`src/i2cseq_pkg.sv`:
```
// i2cseq_pkg: shared types and constants of the i2c master bit sequencer
// op codes, internal command classes and the queue entry format
// no dependencies
`default_nettype none

package i2cseq_pkg;

  localparam int QueueDepth = 2;

  localparam logic [2:0] OP_START     = 3'd0;
  localparam logic [2:0] OP_STOP      = 3'd1;
  localparam logic [2:0] OP_SEND_BYTE = 3'd2;
  localparam logic [2:0] OP_RECV_BYTE = 3'd3;
  localparam logic [2:0] OP_SEND_ACK  = 3'd4;
  localparam logic [2:0] OP_RECV_ACK  = 3'd5;

  typedef enum logic [2:0] {
    CMD_START,
    CMD_STOP,
    CMD_SEND_BYTE,
    CMD_RECV_BYTE,
    CMD_SEND_ACK,
    CMD_RECV_ACK
  } cmd_t;

  typedef struct packed {
    cmd_t       cmd;
    logic [7:0] data;
    logic       bit_val;
  } cmd_entry_t;

  typedef struct packed {
    logic       is_sda;
    logic       level;
    logic       last;
    logic [1:0] phase_next;
    logic [2:0] idx_next;
  } step_t;

endpackage

`default_nettype wire

```
`src/i2cseq_front.sv`:
```
// i2cseq_front: takes in commands, drops unused op codes and packs the rest
// into queue entries
// depends on i2cseq_pkg
`default_nettype none

module i2cseq_front (
  input  wire logic                   in_valid,
  output logic                        in_ready,
  input  wire logic [2:0]             op,
  input  wire logic [7:0]             tx_byte,
  input  wire logic                   ack_out,
  input  wire logic [7:0]             slave_byte,
  input  wire logic                   slave_ack,
  input  wire logic                   q_ready,
  output logic                        q_push,
  output i2cseq_pkg::cmd_entry_t      q_entry
);

  logic op_ok;

  always_comb begin
    op_ok           = 1'b1;
    q_entry.cmd     = i2cseq_pkg::CMD_START;
    q_entry.data    = 8'd0;
    q_entry.bit_val = 1'b0;
    unique case (op)
      i2cseq_pkg::OP_START: begin
        q_entry.cmd = i2cseq_pkg::CMD_START;
      end
      i2cseq_pkg::OP_STOP: begin
        q_entry.cmd = i2cseq_pkg::CMD_STOP;
      end
      i2cseq_pkg::OP_SEND_BYTE: begin
        q_entry.cmd  = i2cseq_pkg::CMD_SEND_BYTE;
        q_entry.data = tx_byte;
      end
      i2cseq_pkg::OP_RECV_BYTE: begin
        q_entry.cmd  = i2cseq_pkg::CMD_RECV_BYTE;
        q_entry.data = slave_byte;
      end
      i2cseq_pkg::OP_SEND_ACK: begin
        q_entry.cmd     = i2cseq_pkg::CMD_SEND_ACK;
        q_entry.bit_val = ack_out;
      end
      i2cseq_pkg::OP_RECV_ACK: begin
        q_entry.cmd     = i2cseq_pkg::CMD_RECV_ACK;
        q_entry.bit_val = slave_ack;
      end
      default: begin
        op_ok = 1'b0;
      end
    endcase
  end

  assign in_ready = q_ready;
  assign q_push   = in_valid && q_ready && op_ok;

endmodule

`default_nettype wire

```
`src/i2cseq_fifo.sv`:
```
// i2cseq_fifo: short command queue in flip-flops between front and back
// depends on i2cseq_pkg
`default_nettype none

module i2cseq_fifo #(
  parameter int DEPTH = i2cseq_pkg::QueueDepth
) (
  input  wire logic                   clk,
  input  wire logic                   rst,
  input  wire logic                   push,
  input  wire i2cseq_pkg::cmd_entry_t push_entry,
  output logic                        not_full,
  input  wire logic                   pop,
  output logic                        not_empty,
  output i2cseq_pkg::cmd_entry_t      head
);

  localparam int PW = (DEPTH > 1) ? $clog2(DEPTH) : 1;
  localparam int CW = $clog2(DEPTH + 1);

  i2cseq_pkg::cmd_entry_t entries [DEPTH];
  logic [PW-1:0] wr_ptr;
  logic [PW-1:0] rd_ptr;
  logic [CW-1:0] count;

  assign not_full  = (count != CW'(DEPTH));
  assign not_empty = (count != '0);
  assign head      = entries[rd_ptr];

  always_ff @(posedge clk) begin
    if (push) begin
      entries[wr_ptr] <= push_entry;
    end
  end

  always_ff @(posedge clk) begin
    if (rst) begin
      wr_ptr <= '0;
      rd_ptr <= '0;
      count  <= '0;
    end else begin
      if (push) begin
        wr_ptr <= (wr_ptr == PW'(DEPTH - 1)) ? '0 : wr_ptr + 1'b1;
      end
      if (pop) begin
        rd_ptr <= (rd_ptr == PW'(DEPTH - 1)) ? '0 : rd_ptr + 1'b1;
      end
      if (push && !pop) begin
        count <= count + 1'b1;
      end else if (pop && !push) begin
        count <= count - 1'b1;
      end
    end
  end

`ifndef ASSERT_OFF
  a_no_pop_empty: assert property (@(posedge clk) disable iff (rst) pop |-> not_empty)
    else $error("queue popped while empty");
  a_no_push_full: assert property (@(posedge clk) disable iff (rst) push |-> not_full)
    else $error("queue pushed while full");
`endif

endmodule

`default_nettype wire

```
`src/i2cseq_back.sv`:
```
// i2cseq_back: walks each queued command through its pin steps, one per cycle
// when not stalled, keeps the bus drive levels and holds the registered result
// depends on i2cseq_pkg
`default_nettype none

module i2cseq_back (
  input  wire logic                   clk,
  input  wire logic                   rst,
  input  wire logic                   q_valid,
  input  wire i2cseq_pkg::cmd_entry_t q_head,
  output logic                        q_pop,
  output logic                        out_valid,
  input  wire logic                   out_ready,
  output logic                        scl_level,
  output logic                        sda_level,
  output logic [7:0]                  rx_byte,
  output logic                        rx_ack,
  output logic                        last
);

  localparam logic [1:0] PH_A = 2'd0;
  localparam logic [1:0] PH_B = 2'd1;
  localparam logic [1:0] PH_C = 2'd2;

  logic                   busy;
  logic                   busy_next;
  i2cseq_pkg::cmd_entry_t cur;
  i2cseq_pkg::cmd_entry_t act;
  logic [1:0]             phase;
  logic [2:0]             idx;
  logic                   scl_drive;
  logic                   sda_drive;
  logic                   scl_new;
  logic                   sda_new;
  logic                   advance;
  logic                   active;
  logic                   emit;
  i2cseq_pkg::step_t      step;

  assign act     = busy ? cur : q_head;
  assign active  = busy || q_valid;
  assign advance = !out_valid || out_ready;
  assign emit    = advance && active;
  assign q_pop   = emit && !busy;

  always_comb begin
    step.is_sda     = 1'b0;
    step.level      = 1'b0;
    step.last       = 1'b0;
    step.phase_next = phase + 1'b1;
    step.idx_next   = idx;
    unique case (act.cmd)
      i2cseq_pkg::CMD_START: begin
        case (phase)
          PH_A:    begin step.is_sda = 1'b1; step.level = 1'b1; end
          PH_B:    begin step.is_sda = 1'b0; step.level = 1'b1; end
          PH_C:    begin step.is_sda = 1'b1; step.level = 1'b0; end
          default: begin step.last = 1'b1; end
        endcase
      end
      i2cseq_pkg::CMD_STOP: begin
        case (phase)
          PH_A:    begin step.is_sda = 1'b1; step.level = 1'b0; end
          PH_B:    begin step.is_sda = 1'b0; step.level = 1'b1; end
          default: begin step.is_sda = 1'b1; step.level = 1'b1; step.last = 1'b1; end
        endcase
      end
      i2cseq_pkg::CMD_SEND_BYTE, i2cseq_pkg::CMD_RECV_BYTE: begin
        case (phase)
          PH_A: begin
            step.is_sda = 1'b1;
            step.level  = (act.cmd == i2cseq_pkg::CMD_SEND_BYTE) ? act.data[~idx] : 1'b1;
          end
          PH_B: begin
            step.level = 1'b1;
          end
          default: begin
            step.last     = (idx == 3'd7);
            step.idx_next = idx + 1'b1;
            step.phase_next = (act.cmd == i2cseq_pkg::CMD_SEND_BYTE) ? PH_A : PH_B;
          end
        endcase
      end
      default: begin
        case (phase)
          PH_A: begin
            step.is_sda = 1'b1;
            step.level  = (act.cmd == i2cseq_pkg::CMD_SEND_ACK) ? act.bit_val : 1'b1;
          end
          PH_B:    begin step.level = 1'b1; end
          default: begin step.last = 1'b1; end
        endcase
      end
    endcase
  end

  assign scl_new   = step.is_sda ? scl_drive : step.level;
  assign sda_new   = step.is_sda ? step.level : sda_drive;
  assign busy_next = emit ? !step.last : busy;

  always_ff @(posedge clk) begin
    if (rst) begin
      busy      <= 1'b0;
      phase     <= PH_A;
      idx       <= 3'd0;
      scl_drive <= 1'b1;
      sda_drive <= 1'b1;
      out_valid <= 1'b0;
    end else begin
      busy <= busy_next;
      if (emit) begin
        scl_drive <= scl_new;
        sda_drive <= sda_new;
        phase     <= step.last ? PH_A : step.phase_next;
        idx       <= step.last ? 3'd0 : step.idx_next;
      end
      if (advance) begin
        out_valid <= active;
      end
    end
  end

  always_ff @(posedge clk) begin
    if (q_pop) begin
      cur <= q_head;
    end
    if (emit) begin
      scl_level <= scl_new;
      sda_level <= sda_new;
      last      <= step.last;
      rx_byte   <= (step.last && act.cmd == i2cseq_pkg::CMD_RECV_BYTE) ? act.data : 8'd0;
      rx_ack    <= step.last && act.cmd == i2cseq_pkg::CMD_RECV_ACK && act.bit_val;
    end
  end

`ifndef ASSERT_OFF
  a_idle_counters: assert property (@(posedge clk) disable iff (rst)
      !busy |-> (phase == PH_A && idx == 3'd0))
    else $error("step counters not cleared between transactions");
  a_scl_low_at_end: assert property (@(posedge clk) disable iff (rst)
      emit && step.last && act.cmd != i2cseq_pkg::CMD_STOP |-> !scl_new)
    else $error("command ended with scl released");
  a_rx_only_last: assert property (@(posedge clk) disable iff (rst)
      out_valid && (rx_byte != 8'd0 || rx_ack) |-> last)
    else $error("received data shown before the final step");
  a_stop_releases: assert property (@(posedge clk) disable iff (rst)
      emit && step.last && act.cmd == i2cseq_pkg::CMD_STOP |=> (scl_drive && sda_drive))
    else $error("bus not idle after stop");
`endif

endmodule

`default_nettype wire

```
`src/i2c_master_bit_sequencer_top.sv`:
```
// i2c_master_bit_sequencer_top: i2c master bus-phase sequencer, one pin step per result
// a command is written into the queue, then its steps into the back end output register
// throughput: one step per cycle while the output is not stalled by out_ready
// reset: scl and sda drive levels go high (bus idle), command queue empties
// depends on i2cseq_pkg, i2cseq_front, i2cseq_fifo, i2cseq_back
`default_nettype none

module i2c_master_bit_sequencer_top #(
  parameter int QUEUE_DEPTH = i2cseq_pkg::QueueDepth
) (
  input  wire logic       clk,
  input  wire logic       rst,
  input  wire logic       in_valid,
  output logic            in_ready,
  input  wire logic [2:0] op,
  input  wire logic [7:0] tx_byte,
  input  wire logic       ack_out,
  input  wire logic [7:0] slave_byte,
  input  wire logic       slave_ack,
  output logic            out_valid,
  input  wire logic       out_ready,
  output logic            scl_level,
  output logic            sda_level,
  output logic [7:0]      rx_byte,
  output logic            rx_ack,
  output logic            last
);

  logic                   q_push;
  logic                   q_pop;
  logic                   q_not_full;
  logic                   q_not_empty;
  i2cseq_pkg::cmd_entry_t q_in;
  i2cseq_pkg::cmd_entry_t q_head;

  i2cseq_front u_front (
    .in_valid   (in_valid),
    .in_ready   (in_ready),
    .op         (op),
    .tx_byte    (tx_byte),
    .ack_out    (ack_out),
    .slave_byte (slave_byte),
    .slave_ack  (slave_ack),
    .q_ready    (q_not_full),
    .q_push     (q_push),
    .q_entry    (q_in)
  );

  i2cseq_fifo #(
    .DEPTH (QUEUE_DEPTH)
  ) u_fifo (
    .clk        (clk),
    .rst        (rst),
    .push       (q_push),
    .push_entry (q_in),
    .not_full   (q_not_full),
    .pop        (q_pop),
    .not_empty  (q_not_empty),
    .head       (q_head)
  );

  i2cseq_back u_back (
    .clk       (clk),
    .rst       (rst),
    .q_valid   (q_not_empty),
    .q_head    (q_head),
    .q_pop     (q_pop),
    .out_valid (out_valid),
    .out_ready (out_ready),
    .scl_level (scl_level),
    .sda_level (sda_level),
    .rx_byte   (rx_byte),
    .rx_ack    (rx_ack),
    .last      (last)
  );

endmodule

`default_nettype wire
```
`config.mk`:
```
export PLATFORM = sky130hd
export DESIGN_NAME = i2c_master_bit_sequencer_top
export DESIGN_NICKNAME = d
export VERILOG_FILES = /design/src/i2cseq_pkg.sv /design/src/i2cseq_front.sv /design/src/i2cseq_fifo.sv /design/src/i2cseq_back.sv /design/src/i2c_master_bit_sequencer_top.sv
export SDC_FILE = /design/constraint.sdc
export NUM_CORES = 1
export LEC_CHECK = 0
export ABC_AREA = 1
export BUFFER_PORTS_ARGS = -buffer_cell sky130_fd_sc_hd__buf_2
export CORE_UTILIZATION = 58
export CTS_BUF_LIST = sky130_fd_sc_hd__clkbuf_8
export CTS_CLUSTER_DIAMETER = 80
export CTS_CLUSTER_SIZE = 14
export DETAILED_ROUTE_END_ITERATION = 6
export PLACE_DENSITY = 0.91
export REMOVE_ABC_BUFFERS = 1
export SETUP_SLACK_MARGIN = 0.5
export SYNTH_ARGS = -nofsm -noshare
export SYNTH_HDL_FRONTEND = slang
export SYNTH_HIERARCHICAL = 1
export SYNTH_SLANG_ARGS = --single-unit
```
`constraint.sdc`:
```
create_clock -name clk -period 5.6 [get_ports clk]
set_input_delay 0.28 -clock clk [delete_from_list [all_inputs] [get_ports clk]]
set_output_delay 0.28 -clock clk [all_outputs]
set_load 0.02 [all_outputs]
```
**Word-level counts from Yosys, hierarchy flattened**

Memories as Yosys holds them, arrays and structs flattened. A register that Yosys moved wholly into a read port is not among the register bits.
Cells that the tools add are included.

- Register bits after elaboration: 37
- RAM bits: 24
- Bits of input ports: 25
- Output and inout port bits: 14
- Logic and storage cells: 100
- Memories: 1

Memory list:

| name | words | bits a word | read ports | clocked after Yosys merged registers in | wr ports | RTL line | text |
|---|---|---|---|---|---|---|---|
| u_fifo.entries | 2 | 12 | 1 | 1 | 1 | i2cseq_fifo.sv:21 | `i2cseq_pkg::cmd_entry_t entries [DEPTH];` |

- Add/subtract/negate cells: 6
- Magnitude comparators: 1
- Equal/unequal tests: 15
- Multiplexer cells: 32
- Bitwise gates (word level): 1
- Reduce and logical (&&, ||, !) cells: 27

Operators with widths:

| operator | count |
|---|---|
| $mux 1 | 16 |
| $pmux 8 s2 | 1 |
| $eq 3x3->1 const B | 5 |
| $pmux 3 s5 | 1 |
| $eq 3x2->1 const B | 4 |
| $mux 12 | 1 |
| $logic_and 1x1->1 | 9 |
| $pmux 3 s3 | 1 |
| $eq 3x1->1 const B | 2 |
| $logic_not 3->1 | 2 |
| $mux 2 | 3 |
| $mux 6 | 1 |
| $pmux 1 s2 | 3 |
| $pmux 2 s3 | 1 |
| $reduce_bool 2->1 | 3 |
| $reduce_or 6->1 | 1 |
| $logic_not 1->1 | 5 |
| $mux 5 | 1 |
| $add 2x1->2 const B | 2 |
| $lt 3x4->1 const B | 1 |
| $pmux 2 s2 | 1 |
| $reduce_or 2->1 | 2 |
| $add 3x1->3 const B | 1 |
| $bmux 1 s3 | 1 |
| 12 further kinds | 14 |

**Logic depth before layout (Yosys ltp)**

Gate-level depths: netlist of run 1.

- Depth after elaboration: 8
- Depth in mapped cells: 15
- Mapped depth without buffers: 15

**Hierarchy**

Netlist of run 1, hierarchy kept.

By module, submodules not included:

| module | instances | cells each | area each (um^2) | seq. area each (um^2) |
|---|---|---|---|---|
| i2cseq_back | 1 | 181 | 1637.8 | 900.9 |
| i2cseq_fifo | 1 | 70 | 1131.1 | 820.8 |
| i2cseq_front | 1 | 43 | 240.2 | 0.0 |

**Worst setup path after synthesis of run 1**

Ideal clock, no wire load.

- Path kind: flip-flop to flip-flop
- Start: register with a tool-made name
- End: register u_back.scl_level (data pin)
- Library setup time: 0.255 ns
- Arrival: 1.853 ns
- Data required time: 5.345 ns
- Path slack: 3.493 ns
- Stages on the path, launching flop included: 11
- Path buffers: 1
- Clock period less this slack: 2.107 ns
- Path through: dfxtp_1 buf_6 mux2_4 o21ai_1 nand2_1 nor2_1 nand2_1 nand3_1 inv_1 or2_1 and2_1

RTL lines:

| element | RTL line | text |
|---|---|---|
| end signal, assigned | i2cseq_back.sv:128 | `scl_level <= scl_new;` |
| end, declared | i2cseq_back.sv:14 | `output logic scl_level,` |

==> summary.md, run 1 <==
| Metric | Value |
|---|---|
| Cts hold-fix bufs | `0` |
| PnR worst setup slack | `3020 ps` |
| Mapped Avg Cell Area | `10.2 um^2` |
| Die W | `approximately 74 um` |
| I/O pin cnt | `39` |
| Clock skew | `5.95 ps` |
| Warnings, synthesis | `6` |
| CTS Buffer Depth | `2` |
| Slew @ Worst Pin | `approximately 1000 ps` |
| Final Cycle Share | `0.460` |
| Min Tclk post-route | `2580 ps` |
| Layout cells sized above 1 | `0.224` |
| Initial DRT Pass Iterations | `4` |
| Postcts setup bufs | `0` |
| Sum Neg Setup Slack | `0 ps` |
| Crit start category | `flip-flop` |
| Critical Path End Type | `flip-flop` |
| CTS tree | `done` |
| Initial antenna violation count | `0` |
| Max-slew violations | `0` |
| Drc violations | `0` |
| Post-Syn Instances | `294` |
| GR Overflow Total | `0` |
| Pre-CTS WS | `3050 ps` |
| Clock Latency Late Sink | `approximately 340 ps` |
| Routability cong. | `0.923` |
| Non-Filler Instances | `just over 400` |
| Seq/Total Area, Yosys | `0.572` |
| #FFs+latches synth | `62` |
| WS Path Type | `reg -> reg` |
| Total Power | `0.00190 W` |
| DR WL/cell | `around 13 um` |
| RSZ-0062 raised after global routing | `false` |
| Placed Area | `3200 um^2` |
| Final wirelength | `5.27 mm` |
| PD cells | `about 560 nW/um^2` |
| Distinct cells, synth | `30` |
| Max-cap viol count | `0` |
| Final instance area | `3420 um^2` |
| Dpl cells | `390` |
| Largest net degree at the start of global routing | `19` |
| Core Rows | `25` |
| Status | `finished clean` |
| F_max | `388 MHz` |
| Post-cts resize count | `0` |
| Clk root buf | `clkbuf_8` |
| First-pass GRT wire length | `8.81 mm` |
| Crit path arrival time | `2680 ps` |
| Clock-pin transition on the worst setup and hold timing paths | `around 60 ps` |
| Number of vias per cell | `5.26` |
| HP Class | `in -> reg` |
| All-Layer GR Usage | `0.222` |
| Max FO, Critical Path | `12` |
| P&R area growth vs syn | `13.8%` |
| Peak supply drop | `0.286 mV` |
| Worst EP required | `approximately 5700 ps` |
| Die Y | `74.0 um` |
| Slew headroom | `0.310` |
| DR iter-0 viols | `168` |
| Lkg Pwr | `between 1 and 1.5 nW` |
| Die area | `between 5000 and 6000 um^2` |
| H-tree lvl count | `3` |
| Antenna Cells | `0` |
| CTS buffer count | `9` |
| Final nets | `368` |
| Final hold vios | `0` |
| Post-DP HPWL | `3.84 mm` |
| # port buffers | `38` |
| Initial core utilization | `0.621` |
| Vias in the first global route | `1951` |
| Synthesized area | `roughly 3000 um^2` |
| Antenna-violating nets left | `0` |
| Core footprint | `4850 um^2` |
| Via count | `2134` |
| Clock Sinks | `62` |
| Finish-stage setup viols | `0` |
[routing by layer]
metal,up-vias,track usage,share of wire
met5,-,0,0
met4,0,0.0876,0.015
met3,9,0.0813,0.062
met2,85,0.357,0.48
met1,950,0.273,0.44
li1,1090,-,-
[per-stage QoR]
stage           util  hold WS (ps)
2_1_floorplan      -           349
3_3_place_gp   0.661           457
3_5_place_dp   0.661           470
4_1_cts        0.706           261
5_1_grt        0.706           276
6_report       0.706           267
[path summary, 6_finish.rpt]
path	end	from	depth (start not counted)	slack [ps]
worst max-delay path	u_back/scl_level	flip-flop	9	3020
worst min register to register	u_back/sda_drive	u_back/sda_drive	2	490
worst min-delay path	flip-flop	rst	2	270
worst max register to register	u_back/scl_level	flip-flop	9	3020
[placed cells by master (no fill, tap or decap), drive strengths merged]
cell type  netlist  routed
dfxtp           14      14
o21ai           10      10
nor2            20      20
clkinv           0       2
buf              9      38
and2             2       2
o21a             1       1
ha               9       9
nand4           18      18
nand2           66      66
xnor2            1       1
nand3           24      24
clkbuf           0      13
a21oi           18      18
inv             34      34
mux2            12      12
edfxtp          48      48
nor3             2       2
or2              2       2
a31oi            1       1
mux2i            1       1
bufinv           0       1
o211ai           2       2
[power breakdown]
group / leakage, nW / switching, W / internal [W]
logic: 0.774 / 0.000478 / 0.000239
registers: 0.581 / 0.0000759 / 0.000690
clock network: 0.115 / 0.000168 / 0.000253
[logic make-up after synthesis]
kind of cell               share of synthesized area
adders and majority gates                     0.0374
AOI/OAI and AO/OA                             0.0586
xor gates and xnor gates                     0.00291
muxes                                         0.0607
and+or+nand+nor                                0.199
DFF                                            0.572
buffers and inverters                         0.0694
[registers in the layout, summed over array words and instances (netlist names), 2 cells and up, named ones only]
register        cells
u_fifo/count        2
u_back/phase        2
u_back/rx_byte      8
u_back/idx          3
u_back/cur         12
u_fifo/entries     24
[cell type report]
type	count	area, um^2
sequential	62	1720
inverter	34	130
clock inverter	3	40.0
clock buffer	13	179
fill	333	1430
timing repair buffer	38	190
tap	67	83.8
multi-input combinational	189	1080
[synth_stat cells (all sizes together)]
cell type / count / share of area
edfxtp: 48 / 0.48
buf: 9 / 0.026
o21a: 1 / 0.0025
ha: 9 / 0.037
a31oi: 1 / 0.0021
and2: 2 / 0.0042
o211ai: 2 / 0.0050
o21ai: 10 / 0.019
nor3: 2 / 0.0033
nand2: 66 / 0.082
a21oi: 18 / 0.030
mux2i: 1 / 0.0033
xnor2: 1 / 0.0029
nand3: 24 / 0.040
mux2: 12 / 0.057
inv: 34 / 0.043
dfxtp: 14 / 0.093
or2: 2 / 0.0042
nand4: 18 / 0.037
nor2: 20 / 0.027
[worst max-delay path: stages (launching register included)]
cell,delay (ps)
dfxtp_1,750
mux2_4,370
o21ai_1,300
nand3_1,120
nor2_1,160
o21ai_1,90
nand3_1,110
inv_1,60
or2_1,210
and2_1,160
Note: power is estimated with default switching activity, not from simulation.
==> run 2, diff against run 1 <==
==> constraint.sdc (replaced) <==
create_clock -name clk -period 2.5 [get_ports clk]
set_input_delay 0.125 -clock clk [delete_from_list [all_inputs] [get_ports clk]]
set_output_delay 0.125 -clock clk [all_outputs]
set_load 0.02 [all_outputs]
==> run 2 against run 1 <==
  * Clock power up 65%
  * Via count up 7.8%
  * Routed wire length up 15%
  * Clock-buffer cell count down 4
  * Worst setup slack worse by 2600 ps
  * Cell area up 5.2%
  * Clock skew up 4.7 ps
  * Critical path type unchanged
  * First-iteration DRC count up 21%
  * Global-route usage up 0.48 points
  * Die area unchanged
  * Critical endpoint unchanged
==> summary.md, run 2 (same netlist as run 1, synthesis figures left out) <==
| Metric | Value |
|---|---|
| WP buf/inv | `2` |
| Biggest regs | `u_fifo/entries: 24 flops, u_back/cur: 12 flops, u_back/rx_byte: 8 flops` |
| Clock Power Share | `0.155` |
| Lkg Pwr | `1.54 nW` |
| Vias in the first global route | `2076` |
| Final instance area | `3600 um^2` |
| Min Tclk post-route | `2040 ps` |
| Slew @ Worst Pin | `between 500 and 600 ps` |
| Minimum hold slack | `127 ps` |
| # port buffers | `38` |
| Clock Latency Late Sink | `350 ps` |
| Antenna-violating nets left | `0` |
| Drc violations | `0` |
| DR WL/cell | `14.5 um` |
| Peak supply drop | `0.526 mV` |
| Via count | `2300` |
| Sum Neg Setup Slack | `0 ps` |
| Initial antenna violation count | `0` |
| Clock Sinks | `62` |
| Slew headroom | `0.656` |
| Final nets | `379` |
| CTS buffer count | `9` |
| Final Cycle Share | `0.816` |
| Sequential share of power | `0.383` |
| Clk root buf | `clkbuf_8` |
| Initial core utilization | `0.621` |
| Final wirelength | `6.05 mm` |
| PnR worst setup slack | `460 ps` |
| Critical Path End Type | `flip-flop` |
| Die W | `74.0 um` |
| Most frequent cells in the layout | `nand2_1 (54), edfxtp_1 (48), buf_2 (38), inv_1 (28)` |
| F_max | `490 MHz` |
| Net Sw Frac | `0.403` |
| Commonest non-fill, non-tap cell in the layout | `nand2_1` |
| Layout cells sized above 1 | `0.335` |
| Clock skew | `10.6 ps` |
| Power Internal | `0.00268 W` |
| Pre-CTS WS | `around 210 ps` |
| Max FO, Critical Path | `5` |
| Max reg flops | `24` |
| DR iter-0 viols | `204` |
| Delay-heaviest family, CP | `multiplexers` |
| RSZ-0062 raised after global routing | `true` |
| Worst EP required | `2600 ps` |
| Clock-pin transition on the worst setup and hold timing paths | `approximately 60 ps` |
| Status | `finished clean` |
| Total Power | `0.00449 W` |
| Routability cong. | `0.900` |
| Die area | `5480 um^2` |
| Max-slew violations | `0` |
| Finish-stage setup viols | `0` |
| Placed Area | `3230 um^2` |
| P&R area growth vs syn | `19.7%` |
| Crit-path slowest cell | `dfxtp_4` |
| Antenna Cells | `0` |
| Post-DP HPWL | `3.89 mm` |
| WS Path Type | `reg -> reg` |
| Core Rows | `25` |
| CTS tree | `done` |
| GR Overflow Total | `0` |
| Max-cap viol count | `0` |
| Number of vias per cell | `around 5.5` |
| Initial DRT Pass Iterations | `4` |
| Top reg by flops | `u_fifo/entries` |
| Largest net degree at the start of global routing | `19` |
| Cell Chain, Critical Path | `clkbuf_16 -> buf_4 -> mux2_2 -> mux2i_2 -> a31oi_1 -> nor2_1 -> nand3_2 -> and2_4` |
| I/O pin cnt | `39` |
| PD cells | `around 1200 nW/um^2` |
| Core footprint | `around 4800 um^2` |
| Crit start category | `flip-flop` |
| All-Layer GR Usage | `0.227` |
| Crit path arrival time | `between 2000 and 2500 ps` |
| Fill count | `304` |
| CTS Buffer Depth | `2` |
| Switching power | `0.00181 W` |
| H-tree lvl count | `3` |
| HP Class | `in -> reg` |
| Comb power frac | `0.462` |
| Worst path max stage delay | `410 ps` |
| Final hold vios | `0` |
| Die Y | `74.0 um` |
| First-pass GRT wire length | `just over 9 mm` |
## run 2: worst paths after layout
kind	end	depth (start not counted)	start	slack, ps
worst max-delay path	u_back/scl_level	8	flip-flop	460
worst min-delay path	u_fifo/entries[0][5]	3	tx_byte[4]	130
worst max register to register	u_back/scl_level	8	flip-flop	460
worst min register to register	u_back/sda_drive	2	u_back/sda_drive	480
## run 2: area by class of cell
cell class	instances	area (um^2)	area share
flip-flops and latches	62	1730	0.480
multi-input cells	189	1200	0.334
repair buffers	49	303	0.0841
inverters	34	133	0.0368
clock buffers	9	124	0.0344
well taps	67	83.8	0.0233
clock inverters	6	23.8	0.00660
## run 2: routing by layer
| metal | track usage | vias to the layer above | routed length (um) |
|---|---|---|---|
| li1 | - | 1123 | - |
| met3 | 0.0650 | 22 | 383 |
| met1 | 0.260 | 1050 | 2420 |
| met5 | 0 | - | 0 |
| met4 | 0.137 | 0 | 224 |
| met2 | 0.377 | 105 | 3030 |
## run 2: worst min-delay path, delay by kind of cell
family | cells | cell delay, ps
buffers and inverters | 1 | 70
AND/OR/NAND/NOR | 2 | 160
## run 2: power groups by stage
| stage | Combinational, W | Sequential [W] | Clock (W) |
|---|---|---|---|
| finish | 0.00207 | 0.00172 | 0.000695 |
| global route | 0.00225 | 0.00176 | 0.000756 |
| CTS | 0.00174 | 0.00170 | 0.000696 |
| detailed placement | 0.00166 | 0.00170 | 0 |
| global placement | 0.00160 | 0.00169 | 0 |
| floorplan | 0.00106 | 0.00184 | 0 |
## run 2: metrics by stage
step | util | instances
after floorplan | - | 285
after global placement | 0.667 | 394
after detailed placement | 0.667 | 394
after CTS | 0.710 | 411
after global routing | 0.743 | 416
final | 0.743 | 416
## run 2: timing repair
action	4_1_cts	5_1_grt
resized for setup	14	33
gates cloned	0	1
pin swaps	5	15
hold buffers	0	0
setup buffers	2	4
setup endpoints to repair	13	14
==> run 3, diff against run 2 <==
--- a/config.mk
+++ b/config.mk
@@ -5,7 +5,7 @@
 export SDC_FILE = /design/constraint.sdc
 export NUM_CORES = 1
 export LEC_CHECK = 0
-export ABC_AREA = 1
+export ABC_AREA = 0
 export BUFFER_PORTS_ARGS = -buffer_cell sky130_fd_sc_hd__buf_2
 export CORE_UTILIZATION = 58
 export CTS_BUF_LIST = sky130_fd_sc_hd__clkbuf_8
==> constraint.sdc (replaced) <==
create_clock -name clk -period 2.1 [get_ports clk]
set_input_delay 0.105 -clock clk [delete_from_list [all_inputs] [get_ports clk]]
set_output_delay 0.105 -clock clk [all_outputs]
set_load 0.02 [all_outputs]
==> run 3 against run 2 <==
  * Critical path depth is 2 lower
  * Via count down 3.9%
  * Critical endpoint is now u_back/sda_level
  * Die area grew 1.9%
  * Global-route usage up 1.6 points
  * The run now ends with DRC, setup timing left
  * Largest cell class unchanged
  * Total power grew 28%
  * Register-to-register slack got worse by 550 ps
  * First-iteration DRC count shrank 30%
  * Utilization grew 2.5 points
  * Maximum frequency is 6.8% lower
  * Final cell count fell by 5.8%
  * Area after synthesis increased by 2.0%
  * Clock-buffer cell count stayed put
==> summary.md, run 3 <==
| Metric | Value |
|---|---|
| PnR worst setup slack | `-87.8 ps` |
| Final Cycle Share | `1.04` |
| Final nets | `351` |
| Critical Path End Type | `flip-flop` |
| Vias in the first global route | `2074` |
| Max reg flops | `24` |
| PD cells | `roughly 1500 nW/um^2` |
| Top-count cell post-synth | `edfxtp_1` |
| All-Layer GR Usage | `0.243` |
| DR iter-0 viols | `~140` |
| Cell Chain, Critical Path | `mux2_4 -> mux2_4 -> mux2_2 -> a211oi_4 -> nor2b_2 -> a21oi_1` |
| Biggest regs | `u_fifo/entries: 24 flops, u_back/cur: 12 flops, u_back/rx_byte: 8 flops` |
| Max-slew violations | `0` |
| Synthesized area | `3070 um^2` |
| Seq/Total Area, Yosys | `0.561` |
| Routability cong. | `0.952` |
| Commonest non-fill, non-tap cell in the layout | `edfxtp_1` |
| Drc violations | `1` |
| H-tree lvl count | `3` |
| Via count | `2211` |
| Most frequent cells in the layout | `edfxtp_1 (48), buf_2 (38), buf_4 (27), nor2_1 (26), mux2i_1 (21)` |
| Fill count | `303` |
| # port buffers | `38` |
| Crit-path slowest cell | `edfxtp_1` |
| CTS buffer count | `9` |
| Finish-stage setup viols | `5` |
| WP buf/inv | `0` |
| Most frequent cells after synthesis | `edfxtp_1 (48), nor2_1 (32), mux2i_1 (21), dfxtp_1 (14), a21oi_1 (11)` |
| Number of vias per cell | `5.64` |
| Share of the synthesized area in the top cell type | `0.470` |
| Clock Latency Late Sink | `around 330 ps` |
| Layout cells sized above 1 | `0.438` |
| Clock-pin transition on the worst setup and hold timing paths | `70 ps` |
| HP Class | `in -> reg` |
| First-pass GRT wire length | `9.69 mm` |
| Worst EP required | `2180 ps` |
| Die Y | `74.7 um` |
| Crit start category | `flip-flop` |
| Slew @ Worst Pin | `slightly below 500 ps` |
| Initial core utilization | `0.601` |
| Lkg Pwr | `1.55 nW` |
| Slew headroom | `0.664` |
| GR Overflow Total | `0` |
| CTS Buffer Depth | `2` |
| Cts hold-fix bufs | `0` |
| Initial DRT Pass Iterations | `6` |
| CTS tree | `done` |
| I/O pin cnt | `39` |
| Dpl cells | `372` |
| Delay-heaviest family, CP | `multiplexers` |
| Peak supply drop | `just under 0.9 mV` |
| Top post-synthesis cells by area | `edfxtp_1 (47%), dfxtp_1 (9.1%), mux2i_1 (6.9%)` |
| Final wirelength | `about 6.5 mm` |
| Min Tclk post-route | `2190 ps` |
| Post-DP HPWL | `4.21 mm` |
| Top_reg_cell synth | `edfxtp_1` |
| Top reg by flops | `u_fifo/entries` |
| Non-Filler Instances | `392` |
| EDFF count, synth | `48` |
| Core footprint | `slightly above 5000 um^2` |
| Antenna Cells | `0` |
| Max FO, Critical Path | `5` |
| Largest net degree at the start of global routing | `19` |
| Final hold vios | `0` |
| P&R area growth vs syn | `27.9%` |
| Max-cap viol count | `0` |
| Initial antenna violation count | `0` |
| F_max | `457 MHz` |
| Mapped Avg Cell Area | `12.7 um^2` |
| Warnings, synthesis | `6` |
| Distinct cells, synth | `51` |
| Clock Sinks | `62` |
| Die W | `around 75 um` |
| DR WL/cell | `16.5 um` |
| Clock skew | `6.13 ps` |
| Worst path max stage delay | `410 ps` |
| Violated checks | `DRC, setup timing` |
| Status | `finished, violations left` |
| Core Rows | `26` |
| #FFs+latches synth | `62` |
| Antenna-violating nets left | `0` |
| WS Path Type | `reg -> reg` |
| Post-synth top area cell | `edfxtp_1` |
| Most common cell on crit path | `mux2_4` |
| Total Power | `0.00575 W` |
| RSZ-0062 raised after global routing | `true` |
| Asr flop ratio synth | `0` |
| Crit path arrival time | `2270 ps` |
| Post-Syn Instances | `241` |
| Clk root buf | `clkbuf_8` |
| Die area | `approximately 5600 um^2` |
-- run 3: cell count changes in the layout (fill, tap and decap cells not counted), sizes merged, moves of 12 or more --
cell / delta
nand3: -20
mux2i: +20
nor2: +12
inv: -27
buf: +25
nand4: -16
nand2: -59
-- run 3: worst paths after layout --
check                        from                to  slack (ps)  cells after the start
min reg2reg       u_fifo/count[1]   u_fifo/count[1]         520                      2
max reg2reg  u_fifo/entries[0][9]  u_back/sda_level         -90                      6
max          u_fifo/entries[0][9]  u_back/sda_level         -90                      6
min                     out_ready  u_back/out_valid         140                      3
-- run 3: report_power, final --
group	internal, W	total, W	switching [W]
Sequential	0.00184	0.00204	0.000193
Clock	0.000408	0.000847	0.000439
Combinational	0.00129	0.00286	0.00158
-- run 3: tightest hold or removal path, stage by stage --
cell and delay (ps):
buf_2 80, nand2b_1 140, a21oi_1 90
-- run 3: cell type report --
cell class	count	area (um^2)	share of cell area
flip-flops and latches	62	1730	0.442
multi-input cells	162	1420	0.361
repair buffers	73	492	0.125
clock buffers	9	124	0.0316
well taps	70	87.6	0.0223
inverters	9	35.0	0.00893
clock inverters	7	33.8	0.00861
-- run 3: repair_timing --
item | in CTS | in global routing
pin swaps | 14 | 13
setup endpoints to repair | 56 | 24
gates cloned | 0 | 0
setup buffers | 3 | 1
gates resized for setup | 39 | 17
-- run 3: logic make-up (layout without fill, tap and decap cells) --
logic type / Yosys count / count (layout) / synth area share
AOI/OAI and AO/OA: 35 / 35 / 0.0824
buffers and inverters: 17 / 98 / 0.0298
xor gates and xnor gates: 4 / 4 / 0.0114
DFF: 62 / 62 / 0.561
and+or+nand+nor: 73 / 73 / 0.119
muxes: 41 / 41 / 0.159
adders and majority gates: 9 / 9 / 0.0367
-- run 3: metal layers --
layer / vias to the layer above / track usage / routed length (um) / share of wire
met2: 97 / 0.405 / 3310 / 0.51
met4: 0 / 0.147 / 237 / 0.037
li1: 1055 / - / - / -
met3: 23 / 0.0495 / 329 / 0.051
met5: - / 0 / 0 / 0
met1: 1036 / 0.291 / 2610 / 0.40
-- run 3: through the flow --
stage | cell area, um^2 | TNS [ps] | hold slack (ps) | util | setup slack, ps
6_report | 3920 | -288 | 137 | 0.768 | -87.8
2_1_floorplan | 3010 | -9020 | 174 | - | -760
5_1_grt | 3920 | -639 | 148 | 0.768 | -175
3_3_place_gp | 3530 | -614 | 445 | 0.692 | -56.8
4_1_cts | 3840 | -7.12 | 108 | 0.753 | -4.74
3_5_place_dp | 3530 | -1150 | 462 | 0.692 | -108
